`src/sv/stkpp_pkg.sv`:
```
// Shared widths, slot type and register codes for the spectral top-K peak picker.
package stkpp_pkg;

  localparam int unsigned COEF_W  = 32;
  localparam int unsigned POWER_W = 63;
  localparam int unsigned BIN_W   = 16;
  localparam int unsigned RANK_W  = 6;

  localparam logic [BIN_W-1:0] BAND_LOW_RST  = 16'd10;
  localparam logic [BIN_W-1:0] BAND_HIGH_RST = 16'd20000;

  // One list entry; also the record that travels down the cell row.
  typedef struct packed {
    logic               valid;
    logic [POWER_W-1:0] power;
    logic [BIN_W-1:0]   bin;
  } slot_t;

  // Register index, taken from paddr[2].
  typedef enum logic {
    REG_BAND_LOW  = 1'b0,
    REG_BAND_HIGH = 1'b1
  } reg_idx_e;

endpackage

```
`src/sv/stkpp_power.sv`:
```
// Three-stage squared-magnitude pipeline: absolute value, squares, sum with saturation.
module stkpp_power import stkpp_pkg::*; (
  input  logic                     clk_i,
  input  logic                     rst_ni,
  input  logic                     valid_i,
  input  logic signed [COEF_W-1:0] real_i,
  input  logic signed [COEF_W-1:0] imag_i,
  input  logic [BIN_W-1:0]         bin_i,
  output slot_t                    slot_o
);

  logic                  valid0_q, valid1_q;
  logic [COEF_W-1:0]     mre_q, mim_q, mre_d, mim_d;
  logic [BIN_W-1:0]      bin0_q, bin1_q;
  logic [2*COEF_W-1:0]   sqr_q, sqi_q, sqr_d, sqi_d, sum_d;
  slot_t                 slot_q, slot_d;

  always_comb begin
    mre_d = real_i[COEF_W-1] ? (~real_i + 32'd1) : real_i;
    mim_d = imag_i[COEF_W-1] ? (~imag_i + 32'd1) : imag_i;
    sqr_d = (2*COEF_W)'(mre_q) * (2*COEF_W)'(mre_q);
    sqi_d = (2*COEF_W)'(mim_q) * (2*COEF_W)'(mim_q);
    // both squares are at most 2^62, so the sum fits in 64 bits
    sum_d = sqr_q + sqi_q;
    slot_d.valid = valid1_q && (sum_d != '0);
    slot_d.power = sum_d[2*COEF_W-1] ? {POWER_W{1'b1}} : sum_d[POWER_W-1:0];
    slot_d.bin   = bin1_q;
  end

  always_ff @(posedge clk_i or negedge rst_ni) begin
    if (!rst_ni) begin
      valid0_q <= 1'b0;
      valid1_q <= 1'b0;
      slot_q   <= '0;
    end else begin
      valid0_q <= valid_i;
      valid1_q <= valid0_q;
      slot_q   <= slot_d;
    end
  end

  always_ff @(posedge clk_i) begin
    mre_q  <= mre_d;
    mim_q  <= mim_d;
    bin0_q <= bin_i;
    sqr_q  <= sqr_d;
    sqi_q  <= sqi_d;
    bin1_q <= bin0_q;
  end

  assign slot_o = slot_q;

endmodule

```
`config.mk`:
```
export PLATFORM = sky130hd
export DESIGN_NAME = stkpp_power
export DESIGN_NICKNAME = d
export VERILOG_FILES = /design/src/sv/stkpp_pkg.sv /design/src/sv/stkpp_power.sv
export SDC_FILE = /design/constraint.sdc
export NUM_CORES = 2
export LEC_CHECK = 0
export BUFFER_PORTS_ARGS = -buffer_cell sky130_fd_sc_hd__buf_2
export CAP_MARGIN = 20
export CORE_MARGIN = 2
export CORE_UTILIZATION = 45
export DETAILED_ROUTE_END_ITERATION = 8
export PLACE_DENSITY = 0.62
export SYNTH_ARGS = -nofsm -noshare
export SYNTH_HDL_FRONTEND = slang
export SYNTH_SLANG_ARGS = --single-unit
```
`constraint.sdc`:
```
create_clock -name clk_i -period 13.9 [get_ports clk_i]
set_clock_uncertainty 0.2 [all_clocks]
set_input_delay 0.695 -clock clk_i [delete_from_list [all_inputs] [get_ports clk_i]]
set_output_delay 0.695 -clock clk_i [all_outputs]
set_load 0.01 [all_outputs]
```
==> results.cfg <==
[critical_path]
timing.rr.end = sqi_q[58]$_DFF_P_
worstPathRequired_ps = 14200
arrival_ps = 9500
startpoint = mim_q[16]$_DFF_P_
cpMostUsedCell = fa_1
slowest_stage = nor4_1
r2r_slack_ps = 4700
r2r_cells = 29
crit_type = reg -> reg
slowest_delay_ps = 770
critPathMaxFanout = 26
rr_startpoint = mim_q[16]$_DFF_P_
start_kind = flip-flop
crit_path_end_kind = flip-flop
endpoint = sqi_q[58]$_DFF_P_

[floorplanning]
core_sq_um = 156200
start_util_pct = 45.30
io_pins = 163
dieArea_sq_um = 160400
die_w_um = 400.6
die_y_um = 400.6
core.rowCount = 145

[synthesis]
syn_inst = 7479
yosysUniqueCellTypes = 92
yosysTopAreaCellShare_pct = 44.84
synth.top_cells.by_count = 1,956 x inv_1, 1,585 x fa_1, 694 x nand2_1
synth-seq-cells = 304
synth_fp_nets = 9807
yosysTopAreaCell = fa_1
mappedNetlistArea_sq_um = 70770
syn_area_per_cell_sq_um = 9.462
synthFlopType = dfxtp_1
yosys_warnings = 0
synth_most_common_cell = inv_1
async_flop_share_pct = 26.97
synth_edf_count = 0
seq_area_frac_synth_pct = 9.180
synthTopCellsByArea = fa_1 45%, ha_1 12%, inv_1 10%

[detailed_routing]
drc = 0
drt_iter0_drc = 2739
vias_per_cell = 5.144
num_vias = 49240
wl_um = 184600
wire_per_inst_um = 19.29
dr.pass1.iters = 6
antenna_left = 0

[sta]
fin_crit_sh_pct = 66.22
relSlewSlack_pct = 24.95
rsz0062_at_grt = no
layout_setup_ws_ps = 4696
drv_slew = 0
fmax_mhz = 108.6
worstMarginPinSlew_ps = 1112
hold_violations = 0
setup_viol = 0
tns_ps = 0
period_minus_slack_ps = 9204

[cells_and_area]
final_nets = 9808
num-fill-cells = 14640
seqCellArea_sq_um = 6523
multiInputGateArea_sq_um = 55870
drive_above_1_share_pct = 4.953
synthToLayoutAreaGrowth_pct = 6.087

[grt]
globalRouteOverflowTotal = 0
use_met1_pct = 31.44
grt_max_degree = 65
met2_usage_pct = 40.96
grt_usage_pct = 23.84
first_global_vias = 54980
groute.layer.met3.usage_pct = 2.899
busiest_layer = met2
antenna_found_initial = 4
grt_pass1_wl_um = 299400

[clock_tree]
clockBufferDepth = 3
cts.sinks = 304
clk_latency_ps = 650
cts_tree = built
cts_htree_levels = 2
numCtsBuffers = 39
ctsRootBufferMaster = clkbuf_16
clkTransAtPathRegs_ps = 60
cts-resized-gates = 0

[flow_run]
drv_cap = 0

[status]
outcome = complete, no violations

[place]
post-place-ws_ps = 4845
dp_hpwl_um = 149100
gp_congestion = 0.9306
port_buffers = 162

[hold_path]
min_path_type = in -> reg
[worst max-delay path: cells and delay by family, from the launching register on]
family          cells  cell delay, ps
buf+inv             8            1060
simple gates        6            1910
fa+ha+maj           9            4210
flops               1             300
xor+xnor            1             140
compound gates      5            1270
[cell usage in the layout, fill, tap and decap left out, drive strengths merged, types with 19 or more instances in the layout]
| cell | netlist | layout |
|---|---|---|
| inv | 1956 | 1965 |
| fa | 1585 | 1585 |
| nand2 | 695 | 695 |
| ha | 660 | 660 |
| and2 | 485 | 485 |
| dfxtp | 222 | 222 |
| buf | 18 | 214 |
| a21oi | 203 | 203 |
| xnor2 | 193 | 193 |
| nor2 | 157 | 157 |
| o21ai | 136 | 136 |
| a21o | 131 | 131 |
| xor2 | 125 | 125 |
| dfrtp | 82 | 82 |
| nand3 | 58 | 58 |
| nand4 | 48 | 48 |
| clkbuf | 256 | 48 |
| o21bai | 35 | 35 |
| a31oi | 29 | 29 |
| nor3 | 29 | 29 |
| and3 | 27 | 27 |
| o31ai | 27 | 27 |
| o21a | 26 | 26 |
| or3 | 24 | 24 |
| nand2b | 24 | 24 |
| a31o | 23 | 23 |
| nor2b | 23 | 23 |
| dlygate4sd3 | 0 | 20 |
| or2 | 19 | 19 |
[registers in the layout, indices dropped and copies added (netlist names)]
| register | flops |
|---|---|
| valid1_q | 1 |
| bin0_q | 16 |
| valid0_q | 1 |
| bin1_q | 16 |
| mre_q | 32 |
| slot_o | 80 |
| sqr_q | 63 |
| mim_q | 32 |
| sqi_q | 63 |
[metrics by stage]
stage | hold WS [ps] | util, % | cell area (sq um) | cells
floorplan | 109.6 | - | 70770 | 7479
global placement | 109.9 | 47.06 | 73510 | 9477
detailed placement | 114.7 | 47.06 | 73510 | 9477
CTS | 9.571 | 48.06 | 75070 | 9569
global route | 32.84 | 48.06 | 75070 | 9569
finish | 46.04 | 48.06 | 75080 | 9573
[worst min-delay path by stage]
stage | depth (start not counted) | to | slack, ps | startpoint
after floorplan | 0 | bin1_q[0]$_DFF_P_ | 110 | bin0_q[0]$_DFF_P_
after global placement | 0 | bin1_q[11]$_DFF_P_ | 110 | bin0_q[11]$_DFF_P_
after detailed placement | 0 | bin1_q[14]$_DFF_P_ | 110 | bin0_q[14]$_DFF_P_
after CTS | 2 | mre_q[31]$_SDFF_PN0_ | 10 | real_i[30]
after global routing | 2 | mre_q[31]$_SDFF_PN0_ | 30 | real_i[30]
final | 2 | mre_q[31]$_SDFF_PN0_ | 50 | real_i[30]
[cells by family after synthesis]
group,Yosys count,synth area share (%)
fa+ha+maj,2245,56.51
buf+inv,2231,11.88
simple gates,1633,11.41
compound gates,738,6.920
xor+xnor,318,3.962
flops,304,9.180
mux,10,0.1467
[per-layer routing]
layer	up-vias	share of wire, %	wire length, um
li1	22400	-	-
met1	25220	42	78270
met2	1312	49	90830
met3	302	5.2	9570
met4	0	3.2	5949
met5	-	0	0
[area by class of cell]
cell class / count / area share (%)
multi-input combinational: 4944 / 74.41
inverter: 1957 / 9.785
sequential: 304 / 8.688
tap: 2058 / 3.430
timing repair buffer: 234 / 1.870
clock buffer: 48 / 1.440
clock inverter: 24 / 0.3600
antenna: 4 / 0.01333
[timing repair]
| action | CTS | global route |
|---|---|---|
| setup buffers | 0 | 0 |
| hold buffers | 20 | 0 |
| hold endpoints to repair | 54 | 0 |
Power is not shown: default switching activity piles up to over one toggle a cycle in this logic, so the estimate is an artifact.
