<file path="src/sv/stkpp_pkg.sv">
// Shared widths, slot type and register codes for the spectral top-K peak picker.
package stkpp_pkg;

  localparam int unsigned COEF_W  = 32;
  localparam int unsigned POWER_W = 63;
  localparam int unsigned BIN_W   = 16;
  localparam int unsigned RANK_W  = 6;

  localparam logic [BIN_W-1:0] BAND_LOW_RST  = 16'd10;
  localparam logic [BIN_W-1:0] BAND_HIGH_RST = 16'd20000;

  // One list entry; also the record that travels down the cell row.
  typedef struct packed {
    logic               valid;
    logic [POWER_W-1:0] power;
    logic [BIN_W-1:0]   bin;
  } slot_t;

  // Register index, taken from paddr[2].
  typedef enum logic {
    REG_BAND_LOW  = 1'b0,
    REG_BAND_HIGH = 1'b1
  } reg_idx_e;

endpackage

</file>
<file path="src/sv/stkpp_cell.sv">
// One cell of the insertion row: holds a list entry and passes a travelling entry on.
module stkpp_cell import stkpp_pkg::*; (
  input  logic  clk_i,
  input  logic  rst_ni,
  input  logic  shift_i,
  input  slot_t carry_i,
  input  slot_t below_i,
  output slot_t held_o,
  output slot_t carry_o
);

  slot_t held_q, held_d, carry_q, carry_d;

  always_comb begin
    held_d  = held_q;
    carry_d = carry_i;
    if (shift_i) begin
      // unload: move the list one place toward the head
      held_d        = below_i;
      carry_d.valid = 1'b0;
    end else if (carry_i.valid) begin
      if (!held_q.valid || (carry_i.power > held_q.power)) begin
        // take the newcomer, push the old entry down the row
        held_d  = carry_i;
        carry_d = held_q;
      end else if (carry_i.power == held_q.power) begin
        carry_d.valid = 1'b0;
      end
    end
  end

  always_ff @(posedge clk_i or negedge rst_ni) begin
    if (!rst_ni) begin
      held_q  <= '0;
      carry_q <= '0;
    end else begin
      held_q  <= held_d;
      carry_q <= carry_d;
    end
  end

  assign held_o  = held_q;
  assign carry_o = carry_q;

endmodule

</file>
<file path="config.mk">
export PLATFORM = sky130hd
export DESIGN_NAME = stkpp_cell
export DESIGN_NICKNAME = d
export VERILOG_FILES = /design/src/sv/stkpp_pkg.sv /design/src/sv/stkpp_cell.sv
export SDC_FILE = /design/constraint.sdc
export NUM_CORES = 1
export LEC_CHECK = 0
export BUFFER_PORTS_ARGS = -buffer_cell sky130_fd_sc_hd__buf_2
export CORE_ASPECT_RATIO = 0.9
export CORE_MARGIN = 2
export CORE_UTILIZATION = 24
export CTS_BUF_LIST = sky130_fd_sc_hd__clkbuf_16
export CTS_CLUSTER_DIAMETER = 40
export DETAILED_ROUTE_END_ITERATION = 7
export PLACE_DENSITY = 0.41
export SETUP_SLACK_MARGIN = 0.02
export SYNTH_ARGS = -nofsm -noshare
export SYNTH_HDL_FRONTEND = slang
export SYNTH_SLANG_ARGS = --single-unit
</file>
<file path="constraint.sdc">
create_clock -name clk_i -period 4.1 [get_ports clk_i]
set_clock_uncertainty 0.2 [all_clocks]
set_input_delay 0.41 -clock clk_i [delete_from_list [all_inputs] [get_ports clk_i]]
set_output_delay 0.41 -clock clk_i [all_outputs]
set_load 0.02 [all_outputs]
</file>
==> impl_metrics.toml, run 1 <==
[outcome]
status = "finished clean"

[floorplan]
pin_count = 323
die_height_um = 194
chipWidth_um = 215
core_area_um2 = 39500
rows = 69
die_area_um2 = 41700
start_util_pct = 24.4

[layout]
utilization_pct = 34.7
fin_nets = 1668
drive_gt1_share_pct = 30.8
fin_cells = 1988
area_growth_pct = 42.4

[worst_setup_path]
required_ns = 4.29
slowest_delay_ns = 0.68
setup.worst_path.start_class = "input port"
critPathLaunch = "carry_i[29]"
cp_common_cell = "nand3_1"
end_kind = "flop"
crit_cells = 12
arrival_ns = 4.13
cp_cell_sequence = "dlygate4sd3_1 -> buf_2 -> ha_1 -> a21oi_1 -> nand2_1 -> a211oi_1 -> a31oi_2 -> a211oi_4 -> buf_6 -> buf_4 -> nand3_1 -> nand3_1"
crit_fanout = 45
r2r_start = "held_o[29]$_DFFE_PN0P_"
crit_slowest_cell = "a211oi_1"
path_class = "in -> reg"
cp_top_family = "buffers and inverters"
path_buf_inv = 4
reg2reg_depth = 11
r2r_slack_ns = 0.36
timing.rr.end = "held_o[50]$_DFFE_PN0P_"

[clocking]
cts_inserted_buffers = 17
cts_tree = "built"
clkSlewWorstSetupHoldPaths_ns = 0.07
cts_setup_buffers = 0
insertion_delay_ns = 0.46
root_buffer = "clkbuf_16"
clockBufferDepth = 2
cts_sinks = 160
htree_levels = 4

[grt]
grt_max_degree = 137
grt_pass1_vias = 9778
grt_pass1_wl_um = 56700
grt_overflow = 0
track_usage_pct = 17.3
antenna_found_initial = 2

[timing]
worst_slew_pin_slew_ns = 0.919
hold_viol_final = 0
timing.setup.tns_ns = 0
drv_slew = 0
fin_crit_sh_pct = 96.1
relSlewSlack_pct = 38.7
fmax_ghz = 0.254
rsz0062_at_grt = "no"
period_minus_slack_ns = 3.94
setup_viol = 0

[pwr]
p_leak_nw = 6.27
power.density_nw_per_um2 = 392
irDropWorstVdd_uv = 267

[routing]
drt_iter0_markers = 440
drc = 0
viasPerCell = 4.73
first_pass_iters = 4
wire_per_inst_um = 17.8
ant_nets = 0
routed_wl_um = 35400
dr_total_vias = 9412

[hold_path]
hp-class = "in -> reg"
min-delay-start = "carry_i[32]"
whs_path_depth = 2
holdPathEnd = "carry_o[32]$_DFF_PN0_"

[synthesis]
synth-seq-area-share_pct = 41.6
yosysUniqueCellTypes = 41
ys_warn_count = 0
syn_inst = 1035
syn-num-nets = 1261
async_flop_share_pct = 100
ys_seq_elements = 160
synth_edf_count = 0
synth_ff_type = "dfrtp_1"
syn_area_um2 = 9630
synth_area_per_cell_um2 = 9.30

[placed_design]
dp_hpwl_um = 23700
portBuffers = 322
place_congestion = 0.769
dp.cells = 1826

[flow_run]
cap_violations = 0
## final cells by class
cell class / count / area, um^2
Clock inverter: 15 / 144
Multi-Input combinational cell: 725 / 5070
Clock buffer: 17 / 425
Inverter: 66 / 248
Timing Repair Buffer: 472 / 3150
Antenna cell: 1 / 2.50
Sequential cell: 160 / 4000
Tap cell: 532 / 666
Fill cell: 4206 / 25800
## cell usage after synthesis (18+ instances only)
master / count / area [um^2]
o21ai_0: 86 / 430
dfrtp_1: 160 / 4000
nand3_1: 162 / 811
a21oi_1: 25 / 125
mux2_2: 69 / 777
nor3b_1: 79 / 593
a22oi_1: 79 / 593
ha_1: 63 / 788
nand2_1: 18 / 67.6
inv_1: 66 / 248
clkbuf_1: 63 / 236
nor2b_1: 19 / 119
nor2_1: 72 / 270
## sequential cells by signal (all words and copies together), names as in the netlist
signal,cells
held_o,80
carry_o,80
## per-layer routing
metal  routed length (um)  GRT usage [%]
met2                16300           27.4
met4                  493           4.70
met1                16700           23.4
met3                 1860           4.17
met5                   13              0
## placed cells by master (no fill, tap or decap), drive strengths merged, types with 2 or more instances in the layout
cell type | synthesis | layout
bufinv | 0 | 2
a21o | 3 | 3
a21oi | 25 | 25
nand4 | 12 | 12
o31ai | 2 | 2
ha | 63 | 63
clkinv | 0 | 10
inv | 66 | 68
dlygate4sd3 | 0 | 129
nor4 | 3 | 3
nand2 | 18 | 18
nor3b | 79 | 79
o21ai | 88 | 88
mux2 | 79 | 79
dfrtp | 160 | 160
nand3 | 162 | 162
nor2b | 19 | 19
nor2 | 72 | 72
a211oi | 7 | 7
buf | 21 | 342
a22oi | 79 | 79
clkbuf | 63 | 18
and4 | 2 | 2
## worst max path at each step
stage	endpoint	slack [ns]
2_1_floorplan	carry_o[68]$_DFF_PN0_	0.86
3_3_place_gp	held_o[45]$_DFFE_PN0P_	0.11
3_5_place_dp	held_o[48]$_DFFE_PN0P_	0.13
4_1_cts	held_o[50]$_DFFE_PN0P_	0.08
5_1_grt	held_o[50]$_DFFE_PN0P_	0.03
6_report	held_o[50]$_DFFE_PN0P_	0.16
## where the power goes
group | internal, mW | leakage, nW | switching (mW)
Combinational | 0.696 | 4.10 | 1.12
Sequential | 1.80 | 1.89 | 0.147
Clock | 0.891 | 0.275 | 0.735
## kinds of logic after synthesis
group / count (synthesis) / share of synthesized area (%)
buf+inv: 150 / 6.07
compound gates: 212 / 14.0
flops: 160 / 41.6
simple gates: 371 / 20.9
mux: 79 / 9.24
fa+ha+maj: 63 / 8.19
## metrics by stage
step           worst slack (ns)  instance area (um^2)  total power [mW]  hold slack, ns
5_1_grt                  0.0287                 13700              5.75         0.00330
2_1_floorplan             0.860                  9630              3.01         -0.0856
6_report                  0.161                 13700              5.38          0.0356
3_3_place_gp              0.106                 11800              3.70           0.309
3_5_place_dp              0.126                 11800              3.70           0.316
4_1_cts                  0.0832                 13700              5.48        0.000866
## what timing repair did
item | CTS | global route
endpoints found under the hold margin | 208 | 0
hold buffers | 129 | 0
setup endpoints to repair | 0 | 39
gates resized for setup | 0 | 2
(Power assumes the default switching activity.)
==> inputs of run 2 (changes only) <==
--- a/config.mk
+++ b/config.mk
@@ -8,11 +8,12 @@
 export BUFFER_PORTS_ARGS = -buffer_cell sky130_fd_sc_hd__buf_2
 export CORE_ASPECT_RATIO = 0.9
 export CORE_MARGIN = 2
-export CORE_UTILIZATION = 24
+export CORE_UTILIZATION = 52
 export CTS_BUF_LIST = sky130_fd_sc_hd__clkbuf_16
 export CTS_CLUSTER_DIAMETER = 40
 export DETAILED_ROUTE_END_ITERATION = 7
-export PLACE_DENSITY = 0.41
+export MAX_ROUTING_LAYER = met4
+export PLACE_DENSITY = 0.79
 export SETUP_SLACK_MARGIN = 0.02
 export SYNTH_ARGS = -nofsm -noshare
 export SYNTH_HDL_FRONTEND = slang
==> run 2 against run 1 <==
Sequential power is essentially flat; via count decreased by 2.3%; non-clock buffer count decreased by 134; flip-flop and latch count did not move; largest cell class unchanged.
==> impl_metrics.toml, run 2 (synthesis gave the netlist of run 1 again) <==
[timing]
hold_viol_final = 0
worst_slew_pin_slew_ns = 0.990
period_minus_slack_ns = 3.52
relSlewSlack_pct = 34.0
fmax_ghz = 0.284
setup_viol = 0
rsz0062_at_grt = "no"
fin_crit_sh_pct = 85.9
drv_slew = 0
whs_ns = 0.0354
timing.setup.tns_ns = 0

[placed_design]
dp.cells = 1532
dp_hpwl_um = 19300
portBuffers = 322
place_congestion = 0.873

[layout]
mostFrequentLayoutCell = "buf_2"
fin_cells = 1569
drive_gt1_share_pct = 33.5
fin_nets = 1534
area_growth_pct = 25.9
mostFrequentLayoutCells = "buf_2 (320), nand3_1 (162), dfrtp_1 (160)"

[worst_setup_path]
reg2reg_depth = 10
path_buf_inv = 2
r2r_slack_ns = 0.58
setup.worst_path.start_class = "flop"
end_kind = "flop"
arrival_ns = 3.61
crit_fanout = 41
cp_cell_sequence = "inv_1 -> ha_1 -> nand4_1 -> nor4_4 -> nand4_1 -> a31oi_2 -> a211oi_4 -> a211oi_4 -> buf_12 -> mux2_2"
required_ns = 4.19
crit_slowest_cell = "nor4_4"
slowest_delay_ns = 0.49
path_class = "reg -> reg"
timing.rr.end = "carry_o[17]$_DFF_PN0_"
r2r_start = "held_o[69]$_DFFE_PN0P_"
cp_top_family = "simple AND/OR/NAND/NOR gates"

[hold_path]
holdPathEnd = "carry_o[3]$_DFF_PN0_"
whs_path_depth = 2
min-delay-start = "carry_i[3]"
hp-class = "in -> reg"

[clocking]
insertion_delay_ns = 0.42
cts_sinks = 160
cts_tree = "built"
clkSlewWorstSetupHoldPaths_ns = 0.07
root_buffer = "clkbuf_16"
clockBufferDepth = 2
htree_levels = 4
cts_inserted_buffers = 17
cts_setup_buffers = 0

[pwr]
irDropWorstVdd_uv = 353
power.density_nw_per_um2 = 448
p_leak_nw = 5.76
total_power_mw = 5.44

[routing]
ant_nets = 0
wire_per_inst_um = 18.4
drc = 0
first_pass_iters = 8
routed_wl_um = 28800
dr_total_vias = 9191
viasPerCell = 5.86
drt_iter0_markers = 649

[grt]
grt_overflow = 0
grt_pass1_wl_um = 46000
use_met1_pct = 38.9
grt_max_degree = 128
busiest_layer = "met2"
antenna_found_initial = 3
grt_pass1_vias = 8926
track_usage_pct = 29.9
use_met2_pct = 47.4
gr-usage-met3_pct = 5.65

[floorplan]
chipWidth_um = 147
pin_count = 323
die_height_um = 133
die_area_um2 = 19600
rows = 47
start_util_pct = 52.7
core_area_um2 = 18300

[flow_run]
cap_violations = 0

[outcome]
status = "finished clean"
[run 2: changes by cell type in the layout (fill, tap and decap cells not counted), sizes merged]
cell and change:
buf -6, bufinv +4, dlygate4sd3 -127, clkbuf -1
clkinv -6, clkinvlp -1, inv +3, diode +2
[run 2: power breakdown]
part           internal (mW)  leakage (nW)  total (mW)  switching, mW
Sequential              1.80          1.89        1.94          0.137
Combinational          0.621          3.54        1.69           1.07
Clock                   1.14         0.334        1.81          0.668
[run 2: repair_timing]
item,4_1_cts,5_1_grt
gates resized for setup,0,0
endpoints found under the hold margin,102,0
hold buffers,2,0
[run 2: worst max path at each step]
stage | from | end | slack, ns | cells after the start
finish | held_o[69]$_DFFE_PN0P_ | carry_o[17]$_DFF_PN0_ | 0.58 | 10
detailed placement | carry_i[38] | carry_o[9]$_DFF_PN0_ | 0.50 | 10
global route | held_o[70]$_DFFE_PN0P_ | carry_o[8]$_DFF_PN0_ | 0.38 | 10
global placement | carry_i[45] | carry_o[21]$_DFF_PN0_ | 0.59 | 10
CTS | held_o[69]$_DFFE_PN0P_ | carry_o[24]$_DFF_PN0_ | 0.59 | 10
floorplan | held_o[70]$_DFFE_PN0P_ | carry_o[68]$_DFF_PN0_ | 0.86 | 11
[run 2: cell type report]
cell class	count	area (um^2)
diodes	3	7.51
clock buffers	17	425
clock inverters	15	238
fillers	1500	6160
inverters	66	248
multi-input cells	725	5060
flip-flops and latches	160	4000
well taps	245	307
repair buffers	338	1840
[run 2: metrics by stage]
stage,instance area [um^2],util [%],setup WS (ns)
floorplan,9630,-,0.860
global placement,11400,62.5,0.590
detailed placement,11400,62.5,0.502
CTS,12100,66.3,0.587
global route,12100,66.3,0.377
finish,12100,66.3,0.579
[run 2: metal layers]
| layer | wire (um) | up-vias | part of all wire (%) |
|---|---|---|---|
| met4 | 678 | 0 | 2.4 |
| met5 | 0 | - | 0 |
| met3 | 2160 | 48 | 7.5 |
| met2 | 14100 | 433 | 49 |
| li1 | - | 4283 | - |
| met1 | 11900 | 4427 | 41 |
[run 2: worst reg2reg max path, delay by kind of cell, from the launching register on]
family                     cells  cell delay [ns]
DFF                            1             0.40
AOI/OAI and AO/OA              3             0.77
and+or+nand+nor                3             0.97
adders and majority gates      1             0.29
buffers and inverters          2             0.39
muxes                          1             0.40
